$ cat src/rtl/core/sbc_pkg.sv
package sbc_pkg;

	localparam int NumRounds = 64;
	localparam int BlockWords = 16;
	localparam int HashWords = 8;

	typedef logic [31:0] word_t;

	localparam word_t ROUND_K [NumRounds] = '{
		32'h428a2f98, 32'h71374491, 32'hb5c0fbcf, 32'he9b5dba5,
		32'h3956c25b, 32'h59f111f1, 32'h923f82a4, 32'hab1c5ed5,
		32'hd807aa98, 32'h12835b01, 32'h243185be, 32'h550c7dc3,
		32'h72be5d74, 32'h80deb1fe, 32'h9bdc06a7, 32'hc19bf174,
		32'he49b69c1, 32'hefbe4786, 32'h0fc19dc6, 32'h240ca1cc,
		32'h2de92c6f, 32'h4a7484aa, 32'h5cb0a9dc, 32'h76f988da,
		32'h983e5152, 32'ha831c66d, 32'hb00327c8, 32'hbf597fc7,
		32'hc6e00bf3, 32'hd5a79147, 32'h06ca6351, 32'h14292967,
		32'h27b70a85, 32'h2e1b2138, 32'h4d2c6dfc, 32'h53380d13,
		32'h650a7354, 32'h766a0abb, 32'h81c2c92e, 32'h92722c85,
		32'ha2bfe8a1, 32'ha81a664b, 32'hc24b8b70, 32'hc76c51a3,
		32'hd192e819, 32'hd6990624, 32'hf40e3585, 32'h106aa070,
		32'h19a4c116, 32'h1e376c08, 32'h2748774c, 32'h34b0bcb5,
		32'h391c0cb3, 32'h4ed8aa4a, 32'h5b9cca4f, 32'h682e6ff3,
		32'h748f82ee, 32'h78a5636f, 32'h84c87814, 32'h8cc70208,
		32'h90befffa, 32'ha4506ceb, 32'hbef9a3f7, 32'hc67178f2
	};

	localparam word_t INIT_HV [HashWords] = '{
		32'h6a09e667, 32'hbb67ae85, 32'h3c6ef372, 32'ha54ff53a,
		32'h510e527f, 32'h9b05688c, 32'h1f83d9ab, 32'h5be0cd19
	};

	// control from the round sequencer to the schedule memory
	typedef struct packed {
		logic       load_we;
		logic [3:0] load_addr;
		word_t      load_data;
		logic [3:0] rd_a_addr;
		logic [3:0] rd_b_addr;
		logic       step;
		logic       expand;
		logic [3:0] wr_addr;
	} sched_ctrl_t;

	function automatic word_t small_sig0(input word_t x);
		return {x[6:0], x[31:7]} ^ {x[17:0], x[31:18]} ^ {3'b000, x[31:3]};
	endfunction

	function automatic word_t small_sig1(input word_t x);
		return {x[16:0], x[31:17]} ^ {x[18:0], x[31:19]} ^ {10'd0, x[31:10]};
	endfunction

	function automatic word_t big_sig0(input word_t x);
		return {x[1:0], x[31:2]} ^ {x[12:0], x[31:13]} ^ {x[21:0], x[31:22]};
	endfunction

	function automatic word_t big_sig1(input word_t x);
		return {x[5:0], x[31:6]} ^ {x[10:0], x[31:11]} ^ {x[24:0], x[31:25]};
	endfunction

endpackage

$ cat src/rtl/core/sbc_sched.sv
module sbc_sched (
	input  logic               clk,
	input  sbc_pkg::sched_ctrl_t ctrl,
	output sbc_pkg::word_t     w_s1
);
	import sbc_pkg::*;

	word_t mem [BlockWords];
	word_t rd_a_q;
	word_t rd_b_q;
	word_t prev_q;
	word_t w1_q;
	word_t w2_q;
	word_t w_next;

	// prev_q: w[t-16] (or w[t] in the first sixteen rounds), rd_a_q: w[t-15],
	// rd_b_q: w[t-7], w2_q: w[t-2]
	always_comb begin
		if (ctrl.expand) begin
			w_next = prev_q + small_sig0(rd_a_q) + rd_b_q + small_sig1(w2_q);
		end else begin
			w_next = prev_q;
		end
	end

	always_ff @(posedge clk) begin
		if (ctrl.load_we) begin
			mem[ctrl.load_addr] <= ctrl.load_data;
		end else if (ctrl.step && ctrl.expand) begin
			mem[ctrl.wr_addr] <= w_next;
		end
		rd_a_q <= mem[ctrl.rd_a_addr];
		rd_b_q <= mem[ctrl.rd_b_addr];
		prev_q <= rd_a_q;
		if (ctrl.step) begin
			w1_q <= w_next;
			w2_q <= w1_q;
			w_s1 <= w_next;
		end
	end

endmodule

$ cat src/rtl/core/sha256_block_compress_core.sv
// SHA-256 compression core. Feed the padded message as big-endian 32-bit
// words, sixteen per block; set s_tuser on the first word of a message to
// reload the standard initial hash, and s_tlast on the sixteenth word of the
// final block to get the digest: eight transfers, most significant word first,
// index in m_tuser, m_tlast on the eighth. Words are taken one per cycle while
// loading; after the sixteenth word the core is busy: it primes the schedule
// memory read ports, runs the 64 rounds at one round per cycle with the
// schedule word for each round made in the cycle before, then does the
// chaining add. The round rate is set by the single-round datapath and the
// schedule memory, which serves w[t-15] and w[t-7] from its two read ports per
// round. While the digest drains, words that continue the same chain are
// already accepted; a word that starts a new message or ends a block waits
// until the drain is done.
module sha256_block_compress_core (
	input  logic        clk,
	input  logic        arst_n,
	input  logic        s_tvalid,
	output logic        s_tready,
	input  logic [31:0] s_tdata,   // [31:0] msg_word
	input  logic        s_tuser,   // [0] new_message
	input  logic        s_tlast,   // final_block
	output logic        m_tvalid,
	input  logic        m_tready,
	output logic [31:0] m_tdata,   // [31:0] digest_word
	output logic [2:0]  m_tuser,   // [2:0] word_index
	output logic        m_tlast    // last
);
	import sbc_pkg::*;

	localparam logic [2:0] ST_LOAD  = 3'd0;
	localparam logic [2:0] ST_PRIME = 3'd1;
	localparam logic [2:0] ST_ROUND = 3'd2;
	localparam logic [2:0] ST_FIN   = 3'd3;
	localparam logic [2:0] ST_OUT   = 3'd4;

	logic [2:0]  state_q;
	logic [3:0]  word_cnt_q;
	logic [6:0]  cnt_q;
	logic        final_q;
	logic [2:0]  oidx_q;
	word_t       hv_q [HashWords];
	word_t       work_q [HashWords];
	word_t       k_s1;
	word_t       w_s1;

	logic        in_xfer;
	logic        out_xfer;
	logic [3:0]  eff_cnt;
	logic        blk_done;
	logic        cmp_en;
	word_t       t1;
	word_t       t2;
	sched_ctrl_t sched_ctrl;

	// A restart makes this word the first of the block.
	assign eff_cnt  = s_tuser ? 4'd0 : word_cnt_q;
	assign in_xfer  = s_tvalid && s_tready;
	assign blk_done = in_xfer && (eff_cnt == 4'hf);
	assign out_xfer = m_tvalid && m_tready;

	// During the digest drain take only words that neither touch the chaining
	// value nor close a block.
	assign s_tready = (state_q == ST_LOAD)
		|| ((state_q == ST_OUT) && !s_tuser && (word_cnt_q != 4'hf));

	assign m_tvalid = (state_q == ST_OUT);
	assign m_tdata  = hv_q[oidx_q];
	assign m_tuser  = oidx_q;
	assign m_tlast  = (oidx_q == 3'd7);

	// Schedule runs at cnt_q = t for t in 0..63; the round datapath takes its
	// registered word and constant in the next cycle, round t at cnt_q = t + 1.
	always_comb begin
		sched_ctrl.load_we   = in_xfer;
		sched_ctrl.load_addr = eff_cnt;
		sched_ctrl.load_data = s_tdata;
		sched_ctrl.rd_a_addr = (state_q == ST_PRIME) ? cnt_q[3:0] : cnt_q[3:0] + 4'd2;
		sched_ctrl.rd_b_addr = cnt_q[3:0] - 4'd6;
		sched_ctrl.step      = (state_q == ST_ROUND) && !cnt_q[6];
		sched_ctrl.expand    = (cnt_q[5:4] != 2'b00);
		sched_ctrl.wr_addr   = cnt_q[3:0];
	end

	sbc_sched u_sched (
		.clk  (clk),
		.ctrl (sched_ctrl),
		.w_s1 (w_s1)
	);

	assign cmp_en = (state_q == ST_ROUND) && (cnt_q != 7'd0);

	// One compression round on a..h held in work_q[0..7].
	always_comb begin
		t1 = work_q[7] + big_sig1(work_q[4])
			+ ((work_q[4] & work_q[5]) ^ (~work_q[4] & work_q[6]))
			+ k_s1 + w_s1;
		t2 = big_sig0(work_q[0])
			+ ((work_q[0] & work_q[1]) ^ (work_q[0] & work_q[2]) ^ (work_q[1] & work_q[2]));
	end

	always_ff @(posedge clk or negedge arst_n) begin
		if (!arst_n) begin
			state_q    <= ST_LOAD;
			word_cnt_q <= 4'd0;
			cnt_q      <= 7'd0;
			final_q    <= 1'b0;
			oidx_q     <= 3'd0;
			hv_q       <= INIT_HV;
		end else begin
			if (in_xfer) begin
				word_cnt_q <= eff_cnt + 4'd1;
				if (s_tuser) begin
					hv_q <= INIT_HV;
				end
			end
			unique case (state_q)
				ST_LOAD: begin
					if (blk_done) begin
						final_q <= s_tlast;
						cnt_q   <= 7'd0;
						state_q <= ST_PRIME;
					end
				end
				ST_PRIME: begin
					if (cnt_q[0]) begin
						cnt_q   <= 7'd0;
						state_q <= ST_ROUND;
					end else begin
						cnt_q <= cnt_q + 7'd1;
					end
				end
				ST_ROUND: begin
					if (cnt_q == 7'(NumRounds)) begin
						state_q <= ST_FIN;
					end
					cnt_q <= cnt_q + 7'd1;
				end
				ST_FIN: begin
					for (int i = 0; i < HashWords; i++) begin
						hv_q[i] <= hv_q[i] + work_q[i];
					end
					oidx_q  <= 3'd0;
					state_q <= final_q ? ST_OUT : ST_LOAD;
				end
				ST_OUT: begin
					if (out_xfer) begin
						oidx_q <= oidx_q + 3'd1;
						if (oidx_q == 3'd7) begin
							state_q <= ST_LOAD;
						end
					end
				end
				default: begin
					state_q <= ST_LOAD;
				end
			endcase
		end
	end

	// Working variables and round constant: payload, no reset.
	always_ff @(posedge clk) begin
		if ((state_q == ST_PRIME) && !cnt_q[0]) begin
			work_q <= hv_q;
		end else if (cmp_en) begin
			work_q[7] <= work_q[6];
			work_q[6] <= work_q[5];
			work_q[5] <= work_q[4];
			work_q[4] <= work_q[3] + t1;
			work_q[3] <= work_q[2];
			work_q[2] <= work_q[1];
			work_q[1] <= work_q[0];
			work_q[0] <= t1 + t2;
		end
		if (sched_ctrl.step) begin
			k_s1 <= ROUND_K[cnt_q[5:0]];
		end
	end

`ifndef SYNTHESIS
	// A word load must never collide with a schedule write-back.
	a_no_mem_clash: assert property (@(posedge clk) disable iff (!arst_n)
		!(sched_ctrl.load_we && sched_ctrl.step))
		else $error("schedule memory write collision");

	// Closing a block starts the schedule priming.
	a_blk_starts: assert property (@(posedge clk) disable iff (!arst_n)
		blk_done && (state_q == ST_LOAD) |=> (state_q == ST_PRIME))
		else $error("block close did not start compression");

	// After the final round the chaining add follows directly.
	a_round_end: assert property (@(posedge clk) disable iff (!arst_n)
		(state_q == ST_ROUND) && (cnt_q == 7'(NumRounds)) |=> (state_q == ST_FIN))
		else $error("round sequence overran");

	// The digest drain ends with the last word.
	a_drain_end: assert property (@(posedge clk) disable iff (!arst_n)
		out_xfer && m_tlast |=> !m_tvalid)
		else $error("digest output continued past last word");
`endif

endmodule
$ cat config.mk
export PLATFORM = sky130hd
export DESIGN_NAME = sha256_block_compress_core
export DESIGN_NICKNAME = d
export VERILOG_FILES = /design/src/rtl/core/sbc_pkg.sv /design/src/rtl/core/sbc_sched.sv /design/src/rtl/core/sha256_block_compress_core.sv
export SDC_FILE = /design/constraint.sdc
export NUM_CORES = 2
export LEC_CHECK = 0
export ABC_AREA = 0
export BUFFER_PORTS_ARGS = -buffer_cell sky130_fd_sc_hd__buf_2
export CORE_MARGIN = 5
export CORE_UTILIZATION = 33
export CTS_CLUSTER_SIZE = 28
export DETAILED_ROUTE_END_ITERATION = 7
export PLACE_DENSITY_LB_ADDON = 0.05
export SLEW_MARGIN = 25
export SYNTH_ARGS = -nofsm -noshare
export SYNTH_HDL_FRONTEND = slang
export SYNTH_HIERARCHICAL = 1
export SYNTH_SLANG_ARGS = --single-unit
$ cat constraint.sdc
create_clock -name clk -period 21.4 [get_ports clk]
set_input_delay 5.35 -clock clk [delete_from_list [all_inputs] [get_ports clk]]
set_output_delay 5.35 -clock clk [all_outputs]
set_load 0.01 [all_outputs]
Word level (Yosys, flattened, before mapping)
Memories as Yosys holds them, arrays and structs flattened. A register that Yosys moved wholly into a read port is not among the register bits.
Cells that the tools add are included.
{ "op_classes": {"order_cmp": 1, "reduce_logical": 27, "mux": 31, "n_shift": 0, "n_eq_ne": 13, "n_div": 0, "add_sub_neg": 23, "mul": 0, "n_bitwise": 19} }
{ "ops": {"columns": ["operator", "n"], "rows": [
  ["2-to-1 mux 256 bit", 5],
  ["adder 32 bit", 18],
  ["bitwise XOR 32 bit", 9],
  ["bitwise AND 32 bit", 5],
  ["2-to-1 mux 32 bit", 4],
  ["binary-select mux 32 bit (select 3 bit)", 1],
  ["NOT 32 bit", 1],
  ["OR reduction 32 bit", 1],
  ["bitwise XOR 32 x 22 -> 32 bit", 1],
  ["bitwise XOR 32 x 29 -> 32 bit", 1],
  ["2-to-1 mux 3 bit", 7],
  ["case mux 7 bit (3 select lines)", 1],
  ["case mux 3 bit (5 select lines)", 1],
  ["2-to-1 mux 7 bit", 2],
  ["2-to-1 mux 4 bit", 3],
  ["nonzero test 2 bit", 5],
  ["logical AND 1 bit", 9],
  ["AND reduction 2 bit", 4],
  ["adder 7 x 1 -> 7 bit (second input constant)", 1],
  ["== test 7 bit (second input constant)", 1],
  ["NOT 6 -> 7 bit", 1],
  ["nonzero test 7 bit", 1],
  ["== test 3 x 2 -> 1 bit (second input constant)", 2],
  ["== test 3 bit (second input constant)", 2],
  ["18 further kinds", 28]
]} }
{ "totals": {"rom_bits": 2048, "latch_bits": 0, "mem_bits_rw": 512, "out_inout_bits": 38, "regBits": 626, "mem_count": 2} }
{ "memory_table": {"columns": ["name", "words", "width", "rd", "rd_ports_with_merged_regs", "write_ports", "line_no", "rtl"], "rows": [
  ["(name not given)", 64, 32, 1, 1, 0, "sha256_block_compress_core.sv:175", "k_s1 <= ROUND_K[cnt_q[5:0]];"],
  ["u_sched.mem", 16, 32, 2, 2, 1, "sbc_sched.sv:8", "word_t mem [BlockWords];"]
]} }

Longest topological paths before layout
{ "logic_depth": {"word_depth": 9, "depth_mapped": 35, "ltp_nobuf": 34} }

By module
The synthesis kept the hierarchy.
{ "by_module_without_submodules": {"columns": ["mod", "area_each_um2", "seq_area_each_um2", "instances", "cells_each"], "rows": [
  ["sha256_block_compress_core", 47768.3, 15675.0, 1, 5418],
  ["sbc_sched", 32356.0, 19218.4, 1, 1793]
]} }

Worst setup path after synthesis
OpenSTA, ideal clock, no wires.
{ "synth_path": {"path_kind": "input -> output", "from": "in s_tuser", "to": "out s_tready", "path_slack_ns": 10.164, "n_path_buf": 0, "cell_stages": 2, "arrival_ns": 5.886, "required_time_ns": 16.050, "cell_sequence": "a41o_1 a21boi_0"} }
{ "synth_via": {"elab_chain_len": 4} }
{ "synth_lines": {"columns": ["item", "line_no", "rtl"], "rows": [
  ["start, declared", "sha256_block_compress_core.sv:20", "input logic s_tuser,"],
  ["zero test 1 bit", "sha256_block_compress_core.sv:64", "|| ((state_q == ST_OUT) && !s_tuser && (word_cnt_q != 4'hf));"],
  ["logical AND 1 bit (2 in a row)", "sha256_block_compress_core.sv:64", null],
  ["logical OR 1 bit", "sha256_block_compress_core.sv:64", null],
  ["end, declared", "sha256_block_compress_core.sv:18", "output logic s_tready,"]
]} }
No other way between the ends.

Worst setup path after layout
Ends and elaborated chain as after synthesis.

==> impl_metrics.json <==
{
  "maxSlewHeadroom_pct": 23.8,
  "min_period_ns": 11.62,
  "yosysWarnings": 6,
  "io_pins": 76,
  "dpl_worst_slack_ns": 9.77,
  "cp_cell_sequence": "buf_2 -> a41o_1 -> a21boi_0 -> buf_2",
  "dr.first_iter.drc_count": 4293,
  "p_int_mw": 4.09,
  "setup_ws_ns": 9.78,
  "synthCells": 7211,
  "drive_gt1_share_pct": 15.0,
  "synth-main-ff-cell": "edfxtp_1",
  "nets": 7808,
  "fin_util_pct": 37.1,
  "clkPwrFrac_pct": 51.6,
  "maxCapViolCount": 0,
  "worst-slew-pin-transition_ns": 1.13,
  "rsz0062_at_grt": "no",
  "synth_seq_cells": 1234,
  "drv_slew": 0,
  "wire_per_inst_um": 26.9,
  "cpPeakStageDelay_ns": 0.35,
  "crit_required_ns": 16.05,
  "final_area_um2": 89400,
  "cts_buffers": 159,
  "die_area_um2": 253000,
  "power_frac_comb_pct": 0.4,
  "path_common_cell": "buf_2",
  "leakage_nw": 35.3,
  "rows": 180,
  "synth_edf_count": 864,
  "cts.sinks": 1234,
  "swShare_pct": 22.5,
  "crit_type": "input port to primary output",
  "worst_r2r_path_depth": 30,
  "holdBufCountCts": 0,
  "ant_nets": 0,
  "dp_cells": 10200,
  "cts_tree": "done",
  "hold_class": "register to register",
  "synthArstFlopShare_pct": 22.2,
  "hp-start": "u_sched/rd_a_q[17]",
  "min_to": "u_sched/prev_q[17]",
  "antenna_found_initial": 11,
  "critPathLaunchType": "input port",
  "seq_area_frac_synth_pct": 43.5,
  "cts_htree_levels": 4,
  "tns_ns": 0,
  "clk_latency_ns": 0.83,
  "grt-ovfl-total": 0,
  "grt_pass1_vias": 57900,
  "outcome": "complete, no violations",
  "syn_nets": 7841,
  "hold_depth": 0,
  "die_h_um": 503,
  "dr.pass1.iters": 5,
  "initial_utilization_pct": 33.2,
  "core_um2": 241000,
  "synth_top_cell_area_share_pct": 32.4,
  "synth_cell_types": 105,
  "switchingPower_mw": 1.19,
  "drc_errors": 0,
  "track_usage_pct": 22.0,
  "synth_top_area_cell": "edfxtp_1",
  "cp_data_arrival_time_ns": 6.27,
  "root_buffer": "clkbuf_16",
  "routed_wl_um": 282000,
  "grt_max_degree": 158,
  "skew_ns": 0.0809,
  "hold_slack_ns": 0.425,
  "hpwl_um": 201000,
  "vias_per_cell": 5.37,
  "synth.avg_cell_area_um2": 11.1,
  "p_seq_share_pct": 48.0,
  "place_area_um2": 84100,
  "r2r-start": "work_q[108]",
  "postCtsResizedCells": 0,
  "fmax_ghz": 0.0861,
  "chipWidth_um": 503,
  "clkTransAtPathRegs_ns": 0.06,
  "setup_violations": 0,
  "area_delta_synth_final_pct": 11.6,
  "layout.cells.non_filler": 10500,
  "slowest_stage": "a21boi_0",
  "power.density_nw_per_um2": 59.0,
  "io_buffers": 75,
  "clockBufferDepth": 3,
  "crit_path_max_fanout": 8,
  "worstReg2RegEnd": "work_q[254]",
  "grt_pass1_wl_um": 406000,
  "synth_area_um2": 80100,
  "fillers": 23500,
  "vias": 56500,
  "synthTopCellsByArea": "edfxtp_1 32%, mux4_2 11%, ha_1 6.2%",
  "cts_setup_buffers": 0,
  "gp_congestion": 0.882,
  "ir_worst_vdd_mv": 0.0615,
  "finalPower_mw": 5.27,
  "hold_viol": 0,
  "endpoint_kind": "primary output",
  "r2r_setup_slack_ns": 12.94,
  "post-route-period-util_pct": 54.3
}
[how the worst max path moves through the flow]
stage             from  cells after the start  slack [ns]        to
5_1_grt        s_tuser                      4        9.75  s_tready
3_5_place_dp   s_tuser                      4        9.77  s_tready
3_3_place_gp   s_tuser                      4        9.76  s_tready
2_1_floorplan  s_tuser                      2       10.16  s_tready
4_1_cts        s_tuser                      4        9.76  s_tready
6_report       s_tuser                      4        9.78  s_tready
[cells in the final DEF, fill, tap and decap left out, types with 76 or more instances in the layout]
cell	count
xor2_1	215
mux2_2	76
mux4_2	390
o21ai_0	403
edfxtp_1	864
buf_4	94
clkbuf_16	159
nand2_1	973
dfstp_2	136
xnor2_1	356
nor2_1	370
inv_1	526
a21oi_1	499
fa_1	195
ha_1	396
nor3_1	83
nand3_1	78
dfxtp_1	96
a21o_1	195
dfrtp_1	131
[flip-flops by register name, indices dropped and copies added, names as in the netlist]
name            flops
cnt_q               7
final_q             1
hv_q              256
k_s1               32
m_tuser             3
state_q             3
u_sched/mem       512
u_sched/prev_q     32
u_sched/rd_a_q     32
u_sched/rd_b_q     32
u_sched/w1_q       32
u_sched/w2_q       32
word_cnt_q          4
work_q            256
[power groups by stage]
| stage | registers, mW | clock network (mW) | logic (mW) |
|---|---|---|---|
| global route | 2.53 | 2.90 | 0.0224 |
| finish | 2.53 | 2.72 | 0.0194 |
| global placement | 2.58 | 0 | 0.0207 |
| floorplan | 2.58 | 0 | 0.000299 |
| CTS | 2.53 | 2.81 | 0.0208 |
| detailed placement | 2.58 | 0 | 0.0208 |
[cell families (layout without fill, tap and decap cells)]
group / after synthesis / after routing / synth area share (%)
buf+inv: 901 / 1007 / 4.35
mux: 507 / 507 / 12.5
other cells: 0 / 7 / 0
xor+xnor: 576 / 576 / 6.33
fa+ha+maj: 594 / 594 / 11.1
compound gates: 1601 / 1601 / 12.5
flops: 1234 / 1234 / 43.5
simple gates: 1798 / 1798 / 9.63
[cells in the mapped netlist, types with 22 or more instances]
cell	number
mux2_2	77
fa_1	195
nand4_1	31
o211ai_1	30
nor2b_1	43
a21oi_1	500
o31ai_1	38
mux4_2	390
dfstp_2	136
nand2_1	975
buf_2	32
and3_1	36
xnor2_1	359
nor2_1	389
nor3_1	83
o21ai_0	404
mux2i_1	40
ha_1	397
a211oi_1	50
o21bai_1	47
nand3_1	78
a22o_1	22
xor2_1	215
dfrtp_1	138
edfxtp_1	864
dfxtp_1	96
clkbuf_1	291
a31oi_1	52
a21o_1	196
inv_1	526
buf_1	39
nand2b_1	61
o21a_1	55
[critical path, delay by kind of cell]
kind	cells	cell delay (ns)
compound gates	2	0.55
buf+inv	2	0.36
[final cells by class]
cell class | instances | area [µm²] | area share [%]
Clock buffer | 229 | 4370 | 4.89
Clock inverter | 71 | 913 | 1.02
Inverter | 531 | 2000 | 2.24
Timing Repair Buffer | 176 | 1220 | 1.37
Sequential cell | 1234 | 34900 | 39.1
Multi-Input combinational cell | 5076 | 42000 | 47.0
Tap cell | 3185 | 3990 | 4.46
Antenna cell | 7 | 17.5 | 0.0196
[routing by layer]
| metal | vias up | track usage, % | wire [µm] |
|---|---|---|---|
| li1 | 26100 | - | - |
| met1 | 28700 | 28.3 | 121000 |
| met2 | 1321 | 38.9 | 142000 |
| met3 | 361 | 2.36 | 9930 |
| met4 | 0 | 6.73 | 9500 |
| met5 | - | 0 | 0 |
(Power assumes the default switching activity.)
